===== src/rtl/dcmf_pkg.sv =====
// shared types and constants of the dark channel minimum filter
`default_nettype none
package dcmf_pkg;

  localparam int MaxWidth  = 1024;
  localparam int MaxRadius = 7;
  localparam int StoreRows = 2 * MaxRadius + 1;
  localparam int ColW      = $clog2(MaxWidth);
  localparam int RowW      = 12;
  localparam int SlotW     = $clog2(StoreRows);
  localparam int CfgW      = 12;

  localparam logic [SlotW-1:0] SlotLast = SlotW'(StoreRows - 1);
  localparam logic [7:0]       PixMax   = 8'd255;

  typedef enum logic [1:0] {
    CFG_WIDTH  = 2'd0,
    CFG_HEIGHT = 2'd1,
    CFG_RADIUS = 2'd2
  } cfg_idx_e;

  typedef enum logic [0:0] {
    ACT_PIXEL = 1'b0,
    ACT_DRAIN = 1'b1
  } action_e;

  typedef enum logic [2:0] {
    ST_IDLE,
    ST_SETUP,
    ST_ISSUE,
    ST_WAIT,
    ST_OUT
  } ctrl_state_e;

  typedef struct packed {
    logic       action;
    logic [7:0] blue;
    logic [7:0] green;
    logic [7:0] red;
  } in_t;

  typedef struct packed {
    logic [7:0] dark_value;
    logic       run_last;
    logic       frame_last;
  } out_t;

  // column request travelling down the cell chain
  typedef struct packed {
    logic            vld;
    logic            last;
    logic [ColW-1:0] addr;
    logic [7:0]      minv;
  } link_t;

  // line store write
  typedef struct packed {
    logic             en;
    logic [SlotW-1:0] slot;
    logic [ColW-1:0]  addr;
    logic [7:0]       data;
  } wr_t;

endpackage
`default_nettype wire


===== src/rtl/dcmf_ctrl.sv =====
// registers, frame counters and output sequencing of the filter
`default_nettype none
module dcmf_ctrl (
  input  wire logic               clk_i,
  input  wire logic               rst_ni,
  input  wire logic               in_valid_i,
  output logic                    in_stall_o,
  input  wire dcmf_pkg::in_t      in_data_i,
  output logic                    out_valid_o,
  input  wire logic               out_stall_i,
  output dcmf_pkg::out_t          out_data_o,
  input  wire logic               cfg_valid_i,
  output logic                    cfg_ready_o,
  input  wire logic [1:0]         cfg_index_i,
  input  wire logic [dcmf_pkg::CfgW-1:0] cfg_data_i,
  output dcmf_pkg::wr_t           wr_o,
  output logic [dcmf_pkg::StoreRows-1:0] mask_o,
  output dcmf_pkg::link_t         head_o,
  input  wire dcmf_pkg::link_t    tail_i
);

  localparam int ColW  = dcmf_pkg::ColW;
  localparam int RowW  = dcmf_pkg::RowW;
  localparam int SlotW = dcmf_pkg::SlotW;
  localparam int Rows  = dcmf_pkg::StoreRows;

  dcmf_pkg::ctrl_state_e state_q, state_d;

  logic [10:0]      w_raw_q, w_raw_d;
  logic [RowW-1:0]  h_raw_q, h_raw_d;
  logic [2:0]       r_q, r_d;
  logic [ColW-1:0]  in_col_q, in_col_d, out_col_q, out_col_d;
  logic [RowW-1:0]  in_row_q, in_row_d, out_row_q, out_row_d;
  logic [SlotW-1:0] in_slot_q, in_slot_d, out_slot_q, out_slot_d;
  logic [3:0]       rem_q, rem_d;
  logic [ColW-1:0]  cur_q, cur_d, chi_q, chi_d;
  logic [Rows-1:0]  mask_q, mask_d;
  logic [7:0]       acc_q, acc_d, res_q, res_d;

  logic [10:0]      eff_w;
  logic [ColW-1:0]  wm1;
  logic [RowW-1:0]  eff_h, hm1;
  logic             in_acc, cfg_acc, out_acc, fin, in_open, row_ok, col_end;
  logic [7:0]       pix_min;
  logic [3:0]       n_out;
  logic [10:0]      c_sum;
  logic [RowW:0]    r_sum;
  logic [RowW-1:0]  lo_row, hi_row;
  logic [2:0]       dr;
  logic [SlotW:0]   lo_tmp, diff;
  logic [SlotW-1:0] lo_slot;
  logic [3:0]       cnt;
  logic [7:0]       fold;

  // effective frame geometry
  always_comb begin
    if (w_raw_q == 11'd0) begin
      eff_w = 11'd1;
    end else if (w_raw_q > 11'(dcmf_pkg::MaxWidth)) begin
      eff_w = 11'(dcmf_pkg::MaxWidth);
    end else begin
      eff_w = w_raw_q;
    end
    eff_h = (h_raw_q == '0) ? RowW'(1) : h_raw_q;
  end
  assign wm1 = ColW'(eff_w - 11'd1);
  assign hm1 = eff_h - RowW'(1);

  assign in_acc  = in_valid_i && !in_stall_o;
  assign cfg_acc = cfg_valid_i && cfg_ready_o;
  assign out_acc = out_valid_o && !out_stall_i;
  assign fin     = (out_row_q == hm1) && (out_col_q == wm1);
  assign in_open = in_row_q < eff_h;

  // channel minimum and number of outputs the pixel completes
  always_comb begin
    pix_min = in_data_i.blue;
    if (in_data_i.green < pix_min) pix_min = in_data_i.green;
    if (in_data_i.red < pix_min) pix_min = in_data_i.red;
    row_ok  = in_row_q >= RowW'(r_q);
    col_end = in_col_q == wm1;
    n_out   = 4'd0;
    if (row_ok) begin
      if (!col_end) begin
        n_out = (in_col_q >= ColW'(r_q)) ? 4'd1 : 4'd0;
      end else if (eff_w < 11'({1'b0, r_q} + 4'd1)) begin
        n_out = 4'(eff_w);
      end else begin
        n_out = {1'b0, r_q} + 4'd1;
      end
    end
  end

  // window bounds and row slot mask of the current output
  always_comb begin
    c_sum  = 11'(out_col_q) + 11'(r_q);
    r_sum  = (RowW+1)'(out_row_q) + (RowW+1)'(r_q);
    hi_row = (r_sum > (RowW+1)'(hm1)) ? hm1 : r_sum[RowW-1:0];
    dr     = (out_row_q >= RowW'(r_q)) ? r_q : out_row_q[2:0];
    lo_row = out_row_q - RowW'(dr);
    cnt    = 4'(hi_row - lo_row + RowW'(1));
    lo_tmp = {1'b0, out_slot_q} - (SlotW+1)'(dr);
    lo_slot = lo_tmp[SlotW] ? SlotW'(lo_tmp + (SlotW+1)'(Rows)) : lo_tmp[SlotW-1:0];
    for (int s = 0; s < Rows; s++) begin
      diff = (SlotW+1)'(s) - {1'b0, lo_slot};
      if (diff[SlotW]) diff = diff + (SlotW+1)'(Rows);
      mask_d[s] = diff < (SlotW+1)'(cnt);
    end
  end

  // next state
  always_comb begin
    state_d = state_q;
    unique case (state_q)
      dcmf_pkg::ST_IDLE: begin
        if (in_acc) begin
          if (in_data_i.action == dcmf_pkg::ACT_DRAIN) begin
            if (!in_open && (out_row_q < eff_h)) state_d = dcmf_pkg::ST_SETUP;
          end else if (in_open && (n_out != 4'd0)) begin
            state_d = dcmf_pkg::ST_SETUP;
          end
        end
      end
      dcmf_pkg::ST_SETUP: state_d = dcmf_pkg::ST_ISSUE;
      dcmf_pkg::ST_ISSUE: begin
        if (cur_q == chi_q) state_d = dcmf_pkg::ST_WAIT;
      end
      dcmf_pkg::ST_WAIT: begin
        if (tail_i.vld && tail_i.last) state_d = dcmf_pkg::ST_OUT;
      end
      dcmf_pkg::ST_OUT: begin
        if (out_acc) begin
          state_d = (fin || (rem_q == 4'd1)) ? dcmf_pkg::ST_IDLE : dcmf_pkg::ST_SETUP;
        end
      end
      default: state_d = dcmf_pkg::ST_IDLE;
    endcase
  end

  // counters, registers and window datapath
  always_comb begin
    w_raw_d = w_raw_q;
    h_raw_d = h_raw_q;
    r_d = r_q;
    in_col_d = in_col_q;
    in_row_d = in_row_q;
    in_slot_d = in_slot_q;
    out_col_d = out_col_q;
    out_row_d = out_row_q;
    out_slot_d = out_slot_q;
    rem_d = rem_q;
    cur_d = cur_q;
    chi_d = chi_q;
    acc_d = acc_q;
    res_d = res_q;
    fold = (tail_i.minv < acc_q) ? tail_i.minv : acc_q;

    if (state_q == dcmf_pkg::ST_IDLE && in_acc) begin
      if (in_data_i.action == dcmf_pkg::ACT_DRAIN) begin
        rem_d = 4'd1;
      end else if (in_open) begin
        rem_d = n_out;
        if (col_end) begin
          in_col_d  = '0;
          in_row_d  = in_row_q + RowW'(1);
          in_slot_d = (in_slot_q == dcmf_pkg::SlotLast) ? '0 : in_slot_q + SlotW'(1);
        end else begin
          in_col_d = in_col_q + ColW'(1);
        end
      end
    end

    if (state_q == dcmf_pkg::ST_SETUP) begin
      cur_d = (out_col_q >= ColW'(r_q)) ? out_col_q - ColW'(r_q) : '0;
      chi_d = (c_sum > 11'(wm1)) ? wm1 : c_sum[ColW-1:0];
      acc_d = dcmf_pkg::PixMax;
    end

    if (state_q == dcmf_pkg::ST_ISSUE) begin
      cur_d = cur_q + ColW'(1);
    end

    if (state_q == dcmf_pkg::ST_WAIT && tail_i.vld) begin
      acc_d = fold;
      if (tail_i.last) res_d = fold;
    end

    if (state_q == dcmf_pkg::ST_OUT && out_acc) begin
      rem_d = rem_q - 4'd1;
      if (fin) begin
        in_col_d = '0; in_row_d = '0; in_slot_d = '0;
        out_col_d = '0; out_row_d = '0; out_slot_d = '0;
      end else if (out_col_q == wm1) begin
        out_col_d  = '0;
        out_row_d  = out_row_q + RowW'(1);
        out_slot_d = (out_slot_q == dcmf_pkg::SlotLast) ? '0 : out_slot_q + SlotW'(1);
      end else begin
        out_col_d = out_col_q + ColW'(1);
      end
    end

    // register write restarts the frame
    if (cfg_acc) begin
      unique case (cfg_index_i)
        dcmf_pkg::CFG_WIDTH:  w_raw_d = cfg_data_i[10:0];
        dcmf_pkg::CFG_HEIGHT: h_raw_d = cfg_data_i[RowW-1:0];
        dcmf_pkg::CFG_RADIUS: r_d = cfg_data_i[2:0];
        default: ;
      endcase
      if (cfg_index_i inside {dcmf_pkg::CFG_WIDTH, dcmf_pkg::CFG_HEIGHT,
                              dcmf_pkg::CFG_RADIUS}) begin
        in_col_d = '0; in_row_d = '0; in_slot_d = '0;
        out_col_d = '0; out_row_d = '0; out_slot_d = '0;
      end
    end
  end

  // outputs
  always_comb begin
    in_stall_o  = state_q != dcmf_pkg::ST_IDLE;
    cfg_ready_o = state_q == dcmf_pkg::ST_IDLE;
    out_valid_o = state_q == dcmf_pkg::ST_OUT;
    out_data_o.dark_value = res_q;
    out_data_o.run_last   = (rem_q == 4'd1);
    out_data_o.frame_last = fin;
    wr_o.en   = (state_q == dcmf_pkg::ST_IDLE) && in_acc &&
                (in_data_i.action == dcmf_pkg::ACT_PIXEL) && in_open;
    wr_o.slot = in_slot_q;
    wr_o.addr = in_col_q;
    wr_o.data = pix_min;
    mask_o    = mask_q;
    head_o.vld  = state_q == dcmf_pkg::ST_ISSUE;
    head_o.last = cur_q == chi_q;
    head_o.addr = cur_q;
    head_o.minv = dcmf_pkg::PixMax;
  end

  // control registers
  always_ff @(posedge clk_i or negedge rst_ni) begin
    if (!rst_ni) begin
      state_q <= dcmf_pkg::ST_IDLE;
      w_raw_q <= 11'd640;
      h_raw_q <= RowW'(480);
      r_q <= 3'd7;
      in_col_q <= '0;
      in_row_q <= '0;
      in_slot_q <= '0;
      out_col_q <= '0;
      out_row_q <= '0;
      out_slot_q <= '0;
      rem_q <= '0;
    end else begin
      state_q <= state_d;
      w_raw_q <= w_raw_d;
      h_raw_q <= h_raw_d;
      r_q <= r_d;
      in_col_q <= in_col_d;
      in_row_q <= in_row_d;
      in_slot_q <= in_slot_d;
      out_col_q <= out_col_d;
      out_row_q <= out_row_d;
      out_slot_q <= out_slot_d;
      rem_q <= rem_d;
    end
  end

  // window payload registers
  always_ff @(posedge clk_i) begin
    cur_q <= cur_d;
    chi_q <= chi_d;
    acc_q <= acc_d;
    res_q <= res_d;
    if (state_q == dcmf_pkg::ST_SETUP) mask_q <= mask_d;
  end

endmodule
`default_nettype wire


===== config.mk =====
export PLATFORM = sky130hd
export DESIGN_NAME = dcmf_ctrl
export DESIGN_NICKNAME = d
export VERILOG_FILES = /design/src/rtl/dcmf_pkg.sv /design/src/rtl/dcmf_ctrl.sv
export SDC_FILE = /design/constraint.sdc
export NUM_CORES = 1
export LEC_CHECK = 0
export ABC_AREA = 1
export BUFFER_PORTS_ARGS = -buffer_cell sky130_fd_sc_hd__buf_2
export CORE_MARGIN = 5
export CORE_UTILIZATION = 38
export DETAILED_ROUTE_END_ITERATION = 16
export GPL_ROUTABILITY_DRIVEN = 0
export PLACE_DENSITY = 0.56
export RECOVER_POWER = 25
export SETUP_SLACK_MARGIN = 0.2
export SYNTH_ARGS = -nofsm -noshare
export SYNTH_HDL_FRONTEND = slang
export SYNTH_SLANG_ARGS = --single-unit

===== constraint.sdc =====
create_clock -name clk_i -period 6.9 [get_ports clk_i]
set_clock_uncertainty 0.15 [all_clocks]
set_input_delay 0.345 -clock clk_i [delete_from_list [all_inputs] [get_ports clk_i]]
set_output_delay 0.345 -clock clk_i [all_outputs]
set_load 0.02 [all_outputs]

==> metrics.yaml <==
sta:
  fin_crit_ns: 6.09
  hold_viol: 0
  slew_viol_final: 26
  period_share_pct: 88.3
  rsz0062_at_grt: "false"
  setup_violations: 0
  relSlewSlack_pct: -3.60
  fmax_ghz: 0.164
  fin_setup_tns_ns: 0
  tightest_slew_ns: 1.55
synthesis:
  synth.distinct_cells: 65
  postSynthAreaPerCell_um2: 7.09
  yosys-top-cells-area: "ha_1 (15%), dfrtp_1 (14%), nand2_1 (12%), edfxtp_1 (11%), inv_1 (8.1%)"
  synth_top_area_share_pct: 14.8
  yosysMostFrequentCell: "nand2_1"
  synth_top_area_cell: "ha_1"
  synth-edff-count: 51
  synth_area_um2: 13500
  ys_warn_count: 0
  ys_ff_latch: 136
  synth.top_cells.by_count: "nand2_1 (414), inv_1 (289), nor2_1 (170)"
  yosys_most_used_dff: "dfrtp_1"
  syn_inst: 1900
  ys_async_sr_fraction_pct: 62.5
  yosysSeqAreaShare_pct: 27.3
cells_and_area:
  area_delta_synth_final_pct: 12.0
  nets: 2245
  diodes: 0
  final_layout_size_suffix_gt1_share_pct: 9.12
  design_area_um2: 15100
  nFillCells: 3644
placement:
  io_buffers: 116
  place_area_um2: 14500
  hpwlAfterDp_um: 30400
cts:
  cts.sinks: 136
  path_clk_slew_ns: 0.06
  clk_latency_ns: 0.44
  cts_htree_levels: 4
  clockRootBuffer: "clkbuf_16"
  postCtsSetupBuffers: 0
  cts_inserted_buffers: 17
  cts_max_path_buffers: 2
  cts_tree: "built"
min_path:
  hold-path-endpoint: "h_raw_q[8]$_DFFE_PN1P_"
  min_path_type: "input pin to register"
  worstHoldStart: "cfg_data_i[8]"
  worstHoldPathCells: 3
global_routing:
  grt_first_pass_wirelength_um: 63000
  grt.total_usage_pct: 19.8
  grt_max_degree: 67
  grt-ovfl-total: 0
  grt_pass1_vias: 12000
  antenna_found_initial: 0
floorplanning:
  die_area_um2: 39300
  core_area_um2: 35300
  fp-row-count: 69
  die_h_um: 198
  start_util_pct: 38.1
  die_width_um: 198
  io_pins: 135
drt:
  drt-total-wl_um: 38800
  drt-wirelength-per-cell_um: 15.6
  vias_per_cell: 5.13
  ant_nets: 0
  vias: 12800
  remaining_drc_errors: 0
  drtPass1Iterations: 5
  drt-initial-drc-count: 923
setup_path:
  rr_startpoint: "r_q[2]$_DFFE_PN1P_"
  reg2reg_setup_slack_ns: 0.81
  cpMaxStageDelayCell: "dfstp_2"
  crit_fanout: 8
  cp_top_family: "adder cells"
  path_class: "register to register"
  worstPathRequired_ns: 6.98
  worst-path-buf-inv: 3
  r2r_cells: 26
  cp-start-kind: "register"
  cp_common_cell: "ha_1"
  cp-end-kind: "register"
  crit_arrival_ns: 6.18
  reg2reg_to: "mask_o[14]$_DFFE_PP_"
  slowest_delay_ns: 0.63
outcome:
  violations: "capacitance limit, slew limit"
  status: "finished with violations"
job:
  drv_cap: 1
## through the flow
stage	worst slack, ns	cells	util, %	hold slack (ns)
floorplan	1.46	1907	-	-0.101
global placement	0.761	2455	41.1	0.101
detailed placement	0.615	2455	41.1	0.104
CTS	0.579	2489	42.8	0.0131
global route	0.209	2489	42.7	0.0421
finish	0.807	2489	42.7	0.0365
## what timing repair did
action,4_1_cts,5_1_grt
gates resized for setup,0,5
endpoints found under the setup margin,0,9
hold endpoints to repair,20,0
hold buffers,2,0
## cell families (layout without fill, tap and decap cells)
kind of cell | count (synthesis) | after routing | share of synthesized area, %
XOR/XNOR | 71 | 71 | 4.73
multiplexers | 1 | 1 | 0.0743
AO/OA/AOI/OAI | 341 | 341 | 14.4
other | 1 | 8 | 0.0278
adder cells (fa/ha/maj) | 166 | 166 | 15.8
buffers and inverters | 341 | 462 | 10.2
flip-flops | 136 | 136 | 27.3
AND/OR/NAND/NOR | 843 | 843 | 27.5
## layer usage
| layer | global-route usage, % | vias up | part of all wire (%) |
|---|---|---|---|
| li1 | - | 6532 | - |
| met1 | 28.3 | 5894 | 48 |
| met2 | 31.9 | 303 | 45 |
| met3 | 3.28 | 35 | 5.3 |
| met4 | 3.83 | 0 | 1.3 |
| met5 | 0 | - | 0 |
## worst max path at each step
stage                                      start                    to  slack, ns  cells past startpoint
final                         r_q[2]$_DFFE_PN1P_  mask_o[14]$_DFFE_PP_       0.81                     26
after global routing      h_raw_q[5]$_DFFE_PN1P_  mask_o[14]$_DFFE_PP_       0.21                     31
after CTS                 h_raw_q[5]$_DFFE_PN1P_  mask_o[14]$_DFFE_PP_       0.58                     31
after detailed placement  h_raw_q[5]$_DFFE_PN1P_  mask_o[14]$_DFFE_PP_       0.62                     31
after global placement    h_raw_q[5]$_DFFE_PN1P_  mask_o[14]$_DFFE_PP_       0.76                     31
after floorplan               r_q[1]$_DFFE_PN1P_  mask_o[12]$_DFFE_PP_       1.46                     27
## layout make-up
type	instances	area, um2	share of cell area [%]
Clock buffer	19	443	2.94
Clock inverter	13	144	0.954
Inverter	295	1110	7.34
Multi-Input combinational cell	1430	8460	56.1
Sequential cell	136	3670	24.3
Tap cell	461	577	3.83
Timing Repair Buffer	135	674	4.47
## state kept, by name, summed over array words and instances, names as in the netlist
name	count
state_q	3
mask_o	15
h_raw_q	12
cur_q	10
in_row_q	12
acc_q	8
in_col_q	10
r_q	3
out_row_q	12
out_col_q	10
res_q	8
out_slot_q	4
chi_q	10
w_raw_q	11
rem_q	4
in_slot_q	4
## placed cells by master, fill, tap and decap left out, types with 14 or more instances in the layout
master,Yosys,final
o21ai_0,160,159
nand4_1,42,42
a21oi_1,98,98
dfrtp_1,76,76
nand2_1,414,413
clkbuf_16,0,17
nand3_1,108,108
edfxtp_1,51,51
or2_2,14,14
buf_4,9,16
nor3_1,45,45
clkbuf_1,26,42
inv_1,289,287
nor2_1,170,170
ha_1,159,159
xor2_1,59,58
buf_2,3,76
## worst reg2reg max path, cell delays in order, from the launching register on
cell and delay (ns):
dfstp_2 0.63, inv_1 0.26, ha_1 0.42, nor2_1 0.14, nor2_1 0.11, nor3_1 0.28, nand3_1 0.14, xor2_1 0.17
ha_1 0.31, nand4_1 0.13, nor3_1 0.15, o21ai_0 0.12, o2111ai_1 0.11, nand2_2 0.15, o21ai_1 0.21, fa_1 0.45
ha_1 0.35, a21oi_1 0.15, nand2_1 0.09, xnor2_1 0.14, xnor2_1 0.22, inv_2 0.16, buf_4 0.20, ha_1 0.29
o21ai_0 0.07, a21oi_1 0.06, a311oi_1 0.26
Power is not shown: default switching activity piles up to over one toggle a cycle in this logic, so the estimate is an artifact.
